===== src/rtl/exe_pkg.sv =====
// ============================================================================
// exe_pkg
// Shared types, constants and helpers for the export name escaper.
// ============================================================================
`default_nettype none

package exe_pkg;

    localparam int BYTE_W   = 8;
    localparam int ESC_LEN  = 4;
    localparam int BUF_LEN  = 2 * ESC_LEN;
    localparam int CNT_W    = $clog2(BUF_LEN + 1);

    localparam logic [BYTE_W-1:0] UNDERSCORE = 8'h5F;

    typedef struct packed {
        logic                             keep;
        logic [ESC_LEN-1:0][BYTE_W-1:0]   bytes;
    } t_enc;

    function automatic logic [BYTE_W-1:0] hex_digit(input logic [3:0] nib);
        logic [BYTE_W-1:0] ext;
        ext = {4'h0, nib};
        if (nib < 4'd10) begin
            hex_digit = 8'h30 + ext;
        end else begin
            hex_digit = 8'h57 + ext;
        end
    endfunction

endpackage

`default_nettype wire


===== src/rtl/export_name_escaper.sv =====
// ============================================================================
// export_name_escaper
// Escapes a streamed name, holding each byte back one word to see the next.
// ============================================================================
// First result word: in the cycle after the input word is accepted.
// Throughput: each input yields 0 to 8 result words, one per cycle while the
// receiver is ready; a new input is taken only when no pending word is left
// or the last one leaves, so every cycle while each yields at most one.
// Reset: synchronous, active low; drops the held byte and any pending words.
`default_nettype none

module export_name_escaper (
    input  wire logic        i_clk,
    input  wire logic        i_rst_n,
    input  wire logic        i_s_axis_tvalid,
    output logic             o_s_axis_tready,
    input  wire logic [7:0]  i_s_axis_tdata,   // [7:0] in_byte
    input  wire logic        i_s_axis_tlast,   // in_last
    output logic             o_m_axis_tvalid,
    input  wire logic        i_m_axis_tready,
    output logic [7:0]       o_m_axis_tdata,   // [7:0] out_byte
    output logic             o_m_axis_tlast,   // run_end
    output logic             o_m_axis_tuser    // [0] name_end
);

    localparam int BL = exe_pkg::BUF_LEN;
    localparam int CW = exe_pkg::CNT_W;

    logic [BL-1:0][7:0] r_buf,  n_buf;
    logic [CW-1:0]      r_cnt,  n_cnt;
    logic               r_name, n_name;
    logic               r_held_valid, n_held_valid;
    logic [7:0]         r_held_byte,  n_held_byte;
    logic               r_held_first, n_held_first;

    exe_pkg::t_enc      held_enc;
    exe_pkg::t_enc      cur_enc;
    logic               in_acc;
    logic               pop;
    logic [CW-1:0]      len_h;
    logic [CW-1:0]      len_c;
    logic [BL-1:0][7:0] build;

    exe_encode u_enc_held (
        .i_byte    (r_held_byte),
        .i_first   (r_held_first),
        .i_next_us (i_s_axis_tdata == exe_pkg::UNDERSCORE),
        .o_enc     (held_enc)
    );

    exe_encode u_enc_cur (
        .i_byte    (i_s_axis_tdata),
        .i_first   (!r_held_valid),
        .i_next_us (1'b0),
        .o_enc     (cur_enc)
    );

    always_comb begin
        o_m_axis_tvalid = (r_cnt != '0);
        o_m_axis_tdata  = r_buf[0];
        o_m_axis_tlast  = (r_cnt == CW'(1));
        o_m_axis_tuser  = r_name && (r_cnt == CW'(1));
        pop             = o_m_axis_tvalid && i_m_axis_tready;
        o_s_axis_tready = (r_cnt == '0) || ((r_cnt == CW'(1)) && i_m_axis_tready);
        in_acc          = i_s_axis_tvalid && o_s_axis_tready;
    end

    always_comb begin
        if (!r_held_valid) begin
            len_h = '0;
        end else if (held_enc.keep) begin
            len_h = CW'(1);
        end else begin
            len_h = CW'(exe_pkg::ESC_LEN);
        end

        if (!i_s_axis_tlast) begin
            len_c = '0;
        end else if (cur_enc.keep) begin
            len_c = CW'(1);
        end else begin
            len_c = CW'(exe_pkg::ESC_LEN);
        end

        build = '0;
        case (len_h)
            CW'(0): begin
                build[3:0] = cur_enc.bytes;
            end
            CW'(1): begin
                build[0]   = held_enc.bytes[0];
                build[4:1] = cur_enc.bytes;
            end
            default: begin
                build[3:0] = held_enc.bytes;
                build[7:4] = cur_enc.bytes;
            end
        endcase
    end

    always_comb begin
        n_buf        = r_buf;
        n_cnt        = r_cnt;
        n_name       = r_name;
        n_held_valid = r_held_valid;
        n_held_byte  = r_held_byte;
        n_held_first = r_held_first;

        if (pop) begin
            n_cnt = r_cnt - CW'(1);
            n_buf = {8'h00, r_buf[BL-1:1]};
        end

        if (in_acc) begin
            n_buf  = build;
            n_cnt  = len_h + len_c;
            n_name = i_s_axis_tlast;
            if (i_s_axis_tlast) begin
                n_held_valid = 1'b0;
                n_held_byte  = 8'h00;
                n_held_first = 1'b0;
            end else begin
                n_held_first = !r_held_valid;
                n_held_byte  = i_s_axis_tdata;
                n_held_valid = 1'b1;
            end
        end
    end

    always_ff @(posedge i_clk) begin
        r_buf        <= n_buf;
        r_held_byte  <= n_held_byte;
        r_held_first <= n_held_first;
        if (!i_rst_n) begin
            r_cnt        <= '0;
            r_name       <= 1'b0;
            r_held_valid <= 1'b0;
        end else begin
            r_cnt        <= n_cnt;
            r_name       <= n_name;
            r_held_valid <= n_held_valid;
        end
    end

    a_name_end_on_run_end: assert property (@(posedge i_clk) disable iff (!i_rst_n)
        (o_m_axis_tvalid && o_m_axis_tuser) |-> o_m_axis_tlast)
        else $error("name_end without run_end");

    a_cnt_bound: assert property (@(posedge i_clk) disable iff (!i_rst_n)
        r_cnt <= CW'(BL))
        else $error("pending word count out of range");

    a_last_clears_hold: assert property (@(posedge i_clk) disable iff (!i_rst_n)
        (in_acc && i_s_axis_tlast) |=> (!r_held_valid && o_m_axis_tvalid))
        else $error("final byte left a held byte or no result");

    a_first_byte_silent: assert property (@(posedge i_clk) disable iff (!i_rst_n)
        (in_acc && !i_s_axis_tlast && !r_held_valid) |=> (!o_m_axis_tvalid && r_held_first))
        else $error("first byte of a name produced output");

endmodule

`default_nettype wire


===== src/rtl/exe_encode.sv =====
// ============================================================================
// exe_encode
// Escapes one byte: pass it through, or expand it to "__" and two hex digits.
// ============================================================================
`default_nettype none

module exe_encode (
    input  wire logic [7:0]   i_byte,
    input  wire logic         i_first,
    input  wire logic         i_next_us,
    output exe_pkg::t_enc     o_enc
);

    logic is_letter;
    logic is_digit;
    logic keep;

    always_comb begin
        is_letter = ((i_byte >= 8'h41) && (i_byte <= 8'h5A)) ||
                    ((i_byte >= 8'h61) && (i_byte <= 8'h7A));
        is_digit  = (i_byte >= 8'h30) && (i_byte <= 8'h39);
        keep      = (i_first ? is_letter : (is_letter || is_digit)) ||
                    ((i_byte == exe_pkg::UNDERSCORE) && !i_next_us);

        o_enc.keep = keep;
        if (keep) begin
            o_enc.bytes    = '0;
            o_enc.bytes[0] = i_byte;
        end else begin
            o_enc.bytes[0] = exe_pkg::UNDERSCORE;
            o_enc.bytes[1] = exe_pkg::UNDERSCORE;
            o_enc.bytes[2] = exe_pkg::hex_digit(i_byte[7:4]);
            o_enc.bytes[3] = exe_pkg::hex_digit(i_byte[3:0]);
        end
    end

endmodule

`default_nettype wire


===== config.mk =====
export PLATFORM = sky130hd
export DESIGN_NAME = export_name_escaper
export DESIGN_NICKNAME = d
export VERILOG_FILES = /design/src/rtl/exe_pkg.sv /design/src/rtl/export_name_escaper.sv /design/src/rtl/exe_encode.sv
export SDC_FILE = /design/constraint.sdc
export NUM_CORES = 1
export LEC_CHECK = 0
export BUFFER_PORTS_ARGS = -buffer_cell sky130_fd_sc_hd__buf_2
export CAP_MARGIN = 0
export CORE_UTILIZATION = 30
export CTS_BUF_LIST = sky130_fd_sc_hd__clkbuf_4
export CTS_CLUSTER_DIAMETER = 100
export DETAILED_ROUTE_END_ITERATION = 6
export PLACE_DENSITY = 0.41
export SYNTH_ARGS = -nofsm -noshare
export SYNTH_HDL_FRONTEND = slang
export SYNTH_SLANG_ARGS = --single-unit

===== constraint.sdc =====
create_clock -name i_clk -period 4.8 [get_ports i_clk]
set_clock_uncertainty 0.2 [all_clocks]
set_input_delay 0.48 -clock i_clk [delete_from_list [all_inputs] [get_ports i_clk]]
set_output_delay 0.48 -clock i_clk [all_outputs]
set_load 0.01 [all_outputs]

## Word-level counts from Yosys, hierarchy flattened

Cells that the tools add are included.

- Register bits: 79
- Bits of input ports: 13
- Output and inout port bits: 12
- Word-level logic and storage cells: 88

- Add/subtract/negate cells: 10
- $lt $le $gt $ge: 16
- Eq/ne operators: 4
- Multiplexer cells: 20
- Reduce and logical (&&, ||, !) cells: 25

Operator list:

| cell | count |
|---|---|
| $mux W64 | 2 |
| $mux W32 | 2 |
| $pmux W32 S2 | 1 |
| $add A7 B4 Y8 const A | 4 |
| $ge A8 B7 Y1 const B | 4 |
| $le A8 B7 Y1 const B | 4 |
| $mux W8 | 4 |
| $add A6 B4 Y7 const A | 4 |
| $mux W24 | 1 |
| $eq A8 B7 Y1 const B | 2 |
| $ge A8 B6 Y1 const B | 2 |
| $le A8 B6 Y1 const B | 2 |
| $lt A4 B4 Y1 const B | 4 |
| $pmux W8 S2 | 1 |
| $mux W3 | 4 |
| $logic_and A1 B1 Y1 | 11 |
| $eq A4 B1 Y1 const B | 2 |
| $logic_not A4 Y1 | 2 |
| $mux W4 | 2 |
| $logic_or A1 B1 Y1 | 7 |
| $add A4 B4 Y4 | 1 |
| $reduce_bool A4 Y1 | 1 |
| $sub A4 B1 Y4 const B | 1 |
| $mux W1 | 3 |
| 3 further kinds | 4 |

## Logic depth before layout (Yosys ltp)

Gate-level depths: netlist of the first run.

- Word-level depth: 12
- Depth in mapped cells: 13

## Modules after synthesis

A second synthesis of the first run with hierarchy kept.

- Cell total of the unflattened synthesis: 600
- Area, all modules: 5467.7 µm²

By module, submodules not included:

| module | instances | cells each | area an instance (µm²) | sequential area each (µm²) |
|---|---|---|---|---|
| export_name_escaper | 1 | 402 | 4129.0 | 2312.2 |
| exe_encode | 2 | 99 | 669.4 | 0.0 |

## Worst setup path before layout of the first run

OpenSTA, ideal clock, no wires.

- Path type: register -> register
- Start: reg r_cnt[0]
- End: reg r_cnt[2]
- Library setup time: 115 ps
- Arrival: 2920 ps
- Data required time: 4485 ps
- Setup slack: 1565 ps
- Cell stages (with the launch flop): 10
- Period minus slack after synthesis: 3235 ps
- Cell sequence: dfxtp_1 -> inv_1 -> ha_1 -> nor3b_1 -> mux2i_1 -> inv_1 -> o21ai_0 -> nand2_1 -> o21ai_0 -> and2_1

- Cells in the longest elaborated chain, start to end: 5
- Elaborated cells on any way between the ends: 11
- Classes of those cells: add/sub (1); eq/ne (1); mux (2); reduce/logical (7)

Ends and longest elaborated chain:

| element | RTL line | text |
|---|---|---|
| from (decl) | export_name_escaper.sv:30 | `logic [CW-1:0] r_cnt, n_cnt;` |
| from (signal assigned) | export_name_escaper.sv:139 | `r_cnt <= n_cnt;` |
| parallel branches: the longest is 5 deep, another holds $sub A4 B1 Y4 | n/a |  |

Parallel ways; which one is timed is not known. The select of a mux whose other input is x is not followed.
A chain may end at the register's enable or synchronous reset.

## Worst setup path after layout of the first run

- Start: reg r_held_byte[1]
- End: reg r_buf[56] (netlist bit), data pin

- Cells in the longest elaborated chain, start to end: 12
- Elaborated cells on any way between the ends: 22
- Classes of those cells: order compare (6); eq/ne (2); mux (5); reduce/logical (9)

Ends and longest elaborated chain:

| element | RTL line | text |
|---|---|---|
| from (decl) | export_name_escaper.sv:33 | `logic [7:0] r_held_byte, n_held_byte;` |
| from (signal assigned) | export_name_escaper.sv:132 | `r_held_byte <= n_held_byte;` |
| $ge A8 B7 Y1 (tied with other cells) | exe_encode.sv:19 | `is_letter = ((i_byte >= 8'h41) && (i_byte <= 8'h5A)) \|\|` |
| $logic_and A1 B1 Y1, on equally long branches | exe_encode.sv:19, exe_encode.sv:20 |  |
| $logic_or A1 B1 Y1 | exe_encode.sv:19 |  |
| $logic_or A1 B1 Y1 | exe_encode.sv:22 | `keep = (i_first ? is_letter : (is_letter \|\| is_digit)) \|\|` |
| $mux W1 | exe_encode.sv:22 |  |
| $logic_or A1 B1 Y1 * | exe_encode.sv:22 |  |
| $mux W3 * | export_name_escaper.sv:71 | `end else if (held_enc.keep) begin` |
| $mux W3 * | export_name_escaper.sv:69 | `if (!r_held_valid) begin` |
| $eq A4 B1 Y1 or $logic_not A4 Y1 (tied branches) | export_name_escaper.sv:86 | `case (len_h)` |
| $reduce_or A2 Y1 (no line) * | n/a |  |
| $mux W24 * | export_name_escaper.sv:86 |  |
| $mux W64 * | export_name_escaper.sv:114 | `if (in_acc) begin` |
| to (signal assigned) | export_name_escaper.sv:131 | `r_buf <= n_buf;` |
| to (decl) | export_name_escaper.sv:29 | `logic [BL-1:0][7:0] r_buf, n_buf;` |

Mark *: on every way between the ends. The rest lies on a longest branch, timed or not.

==> results.sh, run 1 <==
export IMPL_worstHoldPathType="input pin to flop"
export IMPL_fin_total_pwr_w=0.00308
export IMPL_slew_headroom_pct=41.6
export IMPL_wl_per_cell_um=19.9
export IMPL_cp_arrival_ns=3.51
export IMPL_cts_root_buf="clkbuf_4"
export IMPL_gp_congestion=0.847
export IMPL_outcome="finished, violations left"
export IMPL_min_from="i_rst_n"
export IMPL_routed_wl_um=13000
export IMPL_syn_area_um2=4590
export IMPL_drc=1
export IMPL_post_cts_buffers=0
export IMPL_port_buffers=24
export IMPL_finalWorstPathRequiredPeriod_ns=3.38
export IMPL_postCtsResizedCells=0
export IMPL_tns_ns=0
export IMPL_cts_hold_buf=0
export IMPL_yosysWarnings=0
export IMPL_fin_area_um2=4980
export IMPL_syn_avg_cell_area_um2=9.85
export IMPL_path_clk_slew_ns=0.14
export IMPL_hold_depth=3
export IMPL_areaGrowthSynthToFinish_pct=8.54
export IMPL_synth_edff_count=70
export IMPL_yosys_cell_types_count=64
export IMPL_die_w_um=126
export IMPL_cts_buffers=9
export IMPL_clock_fmax_mhz=296
export IMPL_synth_top_family_by_area="simple AND/OR/NAND/NOR gates"
export IMPL_post_route_period_util_pct=70.4
export IMPL_antenna_cells=0
export IMPL_finalWorstSetupSlack_ns=1.42
export IMPL_r2r_cells=10
export IMPL_dp_cells=640
export IMPL_dp_hpwl_um=9020
export IMPL_rr_startpoint="r_held_byte[1]"
export IMPL_cp_data_required_time_ns=4.93
export IMPL_pre_cts_ws_ns=1.32
export IMPL_p_leak_nw=1.85
export IMPL_finalNonFillerCells=656
export IMPL_synth_adder_area_share_pct=6.00
export IMPL_grt_setup_unrepaired="no"
export IMPL_drtAntennaViolNets=0
export IMPL_grt_start_max_net_pins=50
export IMPL_cts_tree="yes"
export IMPL_grt_pass1_vias=3537
export IMPL_worstSetupPathType="flop to flop"
export IMPL_hold_violations=0
export IMPL_synth_ff_type="edfxtp_1"
export IMPL_via_count=3549
export IMPL_place_area_um2=4800
export IMPL_timing_reg2reg_setup_slack_ns=1.42
export IMPL_min_to="r_held_valid"
export IMPL_synth_nets=501
export IMPL_clk_latency_ns=0.46
export IMPL_worstReg2RegEnd="r_buf[56]"
export IMPL_drv_slew=0
export IMPL_setup_viol=0
export IMPL_antenna_found_initial=0
export IMPL_final_layout_size_suffix_gt1_share_pct=13.8
export IMPL_power_density_nw_per_um2=618
export IMPL_synth_seq_cells=76
export IMPL_die_area_um2=15800
export IMPL_yosysSeqAreaShare_pct=48.4
export IMPL_grt_overflow=0
export IMPL_viasPerCell=5.41
export IMPL_initial_core_util_pct=31.1
export IMPL_grt_usage_pct=17.4
export IMPL_worst_pin_slew_ns=0.865
export IMPL_cts_htree_levels=3
export IMPL_fp_dieH_um=126
export IMPL_synth_compound_area_share_pct=18.5
export IMPL_initialDrtViolationCount=288
export IMPL_synthMuxAreaShare_pct=0.436
export IMPL_netlist_instances=466
export IMPL_yosys_area_share_simple_pct=19.1
export IMPL_max_vdd_ir_drop_v=0.000201
export IMPL_async_flop_share_pct=0
export IMPL_critPathLaunchType="flop"
export IMPL_num_rows=44
export IMPL_failed_checks="design-rule violations"
export IMPL_clock_sinks=76
export IMPL_synth_xor_area_share_pct=0.764
export IMPL_max_cap_violations=0
export IMPL_core_area_um2=14800
export IMPL_grt_pass1_wl_um=20600
export IMPL_nets=502
export IMPL_crit_fanout=14
export IMPL_drt_pass1_iter_count=6
export IMPL_cp_end_kind="flop"
export IMPL_clk_path_buf_depth=2
export IMPL_io_pins=25
## state kept, by name, indices dropped and copies added, names as in the netlist
name	count
r_held_byte	8
o_m_axis_tdata	8
r_buf	53
r_held_valid	1
r_cnt	4
r_name	1
r_held_first	1
## cell type report
type                    count  area [µm²]
inverters                  24        90.1
fillers                  1551        9770
well taps                 184         230
multi-input cells         325        2070
clock buffers               9        67.6
repair buffers             31         185
flip-flops and latches     76        2220
clock inverters             7         115
## cells in the mapped netlist, types with 8 or more instances
master | instances | share of area [%]
nand4_1 | 13 | 1.8
nor2_1 | 46 | 3.8
buf_4 | 12 | 2.0
clkbuf_1 | 18 | 1.5
and2_1 | 14 | 1.9
a21oi_1 | 27 | 2.9
o21ai_0 | 31 | 3.4
ha_1 | 22 | 6.0
nor3_1 | 8 | 0.87
a31oi_1 | 25 | 3.4
inv_1 | 22 | 1.8
edfxtp_1 | 70 | 46
nand2_1 | 47 | 3.8
buf_2 | 9 | 0.98
a41oi_1 | 8 | 1.5
## report_power, final
group,switching [W],internal [W],leakage [nW]
Sequential,0.000150,0.00118,0.740
Combinational,0.000817,0.000422,1.02
Clock,0.000245,0.000262,0.0936
## cells in the final DEF (no fill, tap or decap), types with 4 or more instances in the layout
cell      netlist  final
a31oi_1        25     25
inv_1          22     20
a211oi_1        4      4
nor2_1         46     46
clkbuf_4        0      9
and2_1         14     14
ha_1           22     22
inv_2           2      4
edfxtp_1       70     70
nand2_1        47     47
xnor2_1         4      4
o21ai_0        31     30
nand4_1        13     13
nand3_1         4      4
buf_2           9     24
dfxtp_1         6      6
nor3_1          8      8
nor2b_1         7      7
a21oi_1        27     27
a41oi_1         8      8
and3_1          7      7
buf_4          12      6
## worst max-delay path by stage
stage           endpoint              start  depth (start not counted)
3_3_place_gp   r_buf[49]  i_s_axis_tdata[1]                         11
2_1_floorplan   r_cnt[2]           r_cnt[0]                          9
3_5_place_dp    r_cnt[1]  i_s_axis_tdata[1]                         13
5_1_grt         r_cnt[2]     r_held_byte[1]                         11
4_1_cts        r_buf[56]     r_held_byte[1]                         10
6_report       r_buf[56]     r_held_byte[1]                         10
## per-layer routing
layer / part of all wire (%) / routed length, µm / GRT usage [%] / vias up
li1: - / - / - / 1709
met1: 46 / 6020 / 23.0 / 1746
met2: 48 / 6220 / 27.8 / 76
met3: 3.8 / 497 / 3.48 / 18
met4: 2.2 / 287 / 7.32 / 0
met5: 0 / 0 / 0 / -
## stage by stage
stage	hold slack (ns)	utilization (%)
3_3_place_gp	0.254	32.5
6_report	0.103	33.8
4_1_cts	0.0636	33.8
2_1_floorplan	0.239	-
3_5_place_dp	0.263	32.5
5_1_grt	0.0927	33.8
## logic make-up after synthesis
group / Yosys count
other: 1
adders and majority gates: 22
xor gates and xnor gates: 4
AOI/OAI and AO/OA: 127
muxes: 2
and+or+nand+nor: 169
buffers and inverters: 65
DFF: 76
## critical path, stage by stage, from the launching register on
cell	delay [ns]
edfxtp_1	0.53
inv_1	0.13
ha_1	0.20
or4b_1	0.56
a21bo_1	0.25
a21oi_2	0.27
nand3_2	0.17
inv_2	0.30
nand4_4	0.28
inv_2	0.21
and2_1	0.15
Note: power is estimated with default switching activity, not from simulation.
==> inputs of run 2 (changes only) <==
Settings changed: ABC_AREA set to 1.
Clock period 4.8 ns to 3.3 ns, I/O delays scaled along.
==> run 2 against run 1 <==
Effect of this change:
- the flow now finishes without violations
- combinational power is 44% higher
- setup slack worse by 0.96 ns
- critical path depth is 3 higher
- critical endpoint is now r_buf[50]
==> results.sh, run 2 <==
export IMPL_drc=0
export IMPL_yosys_cell_types_count=36
export IMPL_outcome="completed"
export IMPL_clk_path_buf_depth=2
export IMPL_final_layout_size_suffix_gt1_share_pct=11.5
export IMPL_synth_seq_cells=76
export IMPL_syn_area_um2=4620
export IMPL_grt_start_max_net_pins=57
export IMPL_grt_usage_pct=16.6
export IMPL_top_register="r_buf"
export IMPL_worstSetupPathType="flop to flop"
export IMPL_worst_pin_slew_ns=0.653
export IMPL_hold_depth=2
export IMPL_viasPerCell=4.81
export IMPL_yosys_top_cells_area="edfxtp_1 (45%), nand2_1 (15%), nor2_1 (8.1%)"
export IMPL_die_area_um2=15900
export IMPL_path_clk_slew_ns=0.13
export IMPL_yosysWarnings=0
export IMPL_synth_nets=613
export IMPL_port_buffers=24
export IMPL_timing_reg2reg_setup_slack_ns=0.46
export IMPL_post_synth_top_area_cell="edfxtp_1"
export IMPL_rr_startpoint="r_held_byte[0]"
export IMPL_worstReg2RegEnd="r_buf[50]"
export IMPL_synth_common_cells="nand2_1 (180), nor2_1 (100), edfxtp_1 (70)"
export IMPL_cp_data_required_time_ns=3.42
export IMPL_synth_edff_count=70
export IMPL_synth_ff_type="edfxtp_1"
export IMPL_cts_buffers=9
export IMPL_nFillCells=1586
export IMPL_cts_htree_levels=3
export IMPL_worstHoldPathType="input pin to flop"
export IMPL_setup_viol=0
export IMPL_max_vdd_ir_drop_v=0.000522
export IMPL_cts_root_buf="clkbuf_4"
export IMPL_hold_violations=0
export IMPL_final_cell_mix="nand2_1 (180), nor2_1 (100), edfxtp_1 (70)"
export IMPL_post_route_period_util_pct=86.2
export IMPL_crit_chain="inv_1, ha_1, nand2_1, nand3_1, nor2_1, nor2_1, nand2_1, nand2_2, nor2_8, nand2_2, inv_2, nand3_4, o21ai_0"
export IMPL_wl_per_cell_um=15.5
export IMPL_routed_wl_um=12200
export IMPL_yosysSeqAreaShare_pct=48.1
export IMPL_cp_arrival_ns=2.96
export IMPL_min_from="i_s_axis_tlast"
export IMPL_critPathLaunchType="flop"
export IMPL_min_to="r_held_first"
export IMPL_finalWorstPathRequiredPeriod_ns=2.84
export IMPL_initial_core_util_pct=31.3
export IMPL_via_count=3767
export IMPL_synth_most_common_cell="nand2_1"
export IMPL_drv_slew=0
export IMPL_core_area_um2=14800
export IMPL_io_pins=25
export IMPL_netlist_instances=578
export IMPL_cts_tree="yes"
export IMPL_grt_pass1_vias=3761
export IMPL_clk_latency_ns=0.48
export IMPL_grt_setup_unrepaired="no"
export IMPL_drtAntennaViolNets=0
export IMPL_syn_avg_cell_area_um2=7.99
export IMPL_async_flop_share_pct=0
export IMPL_pre_cts_ws_ns=0.507
export IMPL_antenna_found_initial=2
export IMPL_dp_hpwl_um=9020
export IMPL_areaGrowthSynthToFinish_pct=8.99
export IMPL_max_cap_violations=0
export IMPL_grt_pass1_wl_um=19800
export IMPL_crit_fanout=18
export IMPL_finalWorstSetupSlack_ns=0.456
export IMPL_power_density_nw_per_um2=861
export IMPL_crit_slowest_cell="edfxtp_1"
export IMPL_clock_sinks=76
export IMPL_r2r_cells=13
export IMPL_gp_congestion=0.875
export IMPL_post_synth_top_area_fraction_pct=45.5
export IMPL_cp_end_kind="flop"
export IMPL_slew_headroom_pct=56.4
export IMPL_largest_reg_flops=53
export IMPL_grt_overflow=0
export IMPL_num_rows=44
export IMPL_tns_ns=0
export IMPL_timing_hold_ws_ns=0.0763
export IMPL_final_common_cell="nand2_1"
export IMPL_cpPeakStageDelay_ns=0.50
export IMPL_drt_pass1_iter_count=5
export IMPL_p_leak_nw=2.28
export IMPL_clock_fmax_mhz=352
export IMPL_die_w_um=126
export IMPL_nets=628
export IMPL_initialDrtViolationCount=262
export IMPL_fp_dieH_um=126
## run 2: cell types whose count changed in the layout (fill, tap and decap cells not counted), sizes merged, moves of 6 or more
| cell | delta |
|---|---|
| a21oi | -11 |
| a31oi | -23 |
| a41oi | -8 |
| and2 | -15 |
| and3 | -6 |
| inv | +29 |
| nand2 | +137 |
| nand3 | +27 |
| nand4 | -11 |
| nor2 | +60 |
| nor2b | -7 |
| o21ai | -6 |
## run 2: cells by family (layout without fill, tap and decap cells)
logic type	Yosys count	after routing	share of synthesized area (%)
other	1	2	0.0812
buffers and inverters	82	102	8.18
DFF	76	76	48.1
muxes	1	1	0.217
and+or+nand+nor	333	333	29.6
xor gates and xnor gates	5	5	0.948
AOI/OAI and AO/OA	58	58	6.93
adders and majority gates	22	22	5.96
## run 2: where the power goes
group          switching (W)  leakage [nW]  internal [W]  total (W)
Combinational        0.00124          1.46      0.000551    0.00179
Sequential          0.000173         0.736       0.00176    0.00193
Clock               0.000354        0.0786      0.000268   0.000622
## run 2: how the worst max path moves through the flow
stage / startpoint / to / cells after the start
after global placement: r_held_byte[4] / r_cnt[0] / 13
after global routing: r_held_byte[5] / r_cnt[2] / 15
after CTS: r_held_byte[0] / r_buf[50] / 13
after detailed placement: i_s_axis_tdata[5] / r_buf[50] / 11
final: r_held_byte[0] / r_buf[50] / 13
after floorplan: r_cnt[0] / r_cnt[2] / 8
## run 2: layout make-up
type | count | area (µm²) | share of cell area (%)
Tap cell | 184 | 230 | 4.57
Clock inverter | 3 | 46.3 | 0.919
Multi-Input combinational cell | 420 | 2030 | 40.3
Clock buffer | 13 | 97.6 | 1.94
Antenna cell | 1 | 2.50 | 0.0497
Sequential cell | 76 | 2220 | 44.1
Timing Repair Buffer | 34 | 210 | 4.17
Inverter | 52 | 195 | 3.88
## run 2: stage by stage
| stage | util, % | cell area [µm²] | total power (W) | std cells |
|---|---|---|---|---|
| 2_1_floorplan | - | 4630 | 0.00326 | 578 |
| 6_report | 34.1 | 5040 | 0.00434 | 783 |
| 3_5_place_dp | 33.1 | 4880 | 0.00376 | 765 |
| 4_1_cts | 34.1 | 5030 | 0.00438 | 782 |
| 5_1_grt | 34.1 | 5040 | 0.00470 | 783 |
| 3_3_place_gp | 33.1 | 4880 | 0.00376 | 765 |
## run 2: layer usage
metal | vias to the layer above | global-route usage, % | share of wire, %
li1 | 1889 | - | -
met1 | 1752 | 20.7 | 46
met2 | 94 | 26.9 | 46
met3 | 30 | 3.02 | 4.1
met4 | 2 | 9.43 | 3.6
met5 | - | 0 | 0.099
## run 2: critical path, delay by kind of cell (launching register included)
family                   cells  cell delay (ns)
AND/OR/NAND/NOR              9             1.15
adder cells (fa/ha/maj)      1             0.24
buffers and inverters        2             0.34
flip-flops                   1             0.50
AO/OA/AOI/OAI                1             0.25
## run 2: what timing repair did
| action | in CTS | in global routing |
|---|---|---|
| hold endpoints to repair | 6 | 0 |
| resized for setup | 0 | 0 |
| hold buffers | 1 | 0 |
| buffers inserted | 0 | 0 |
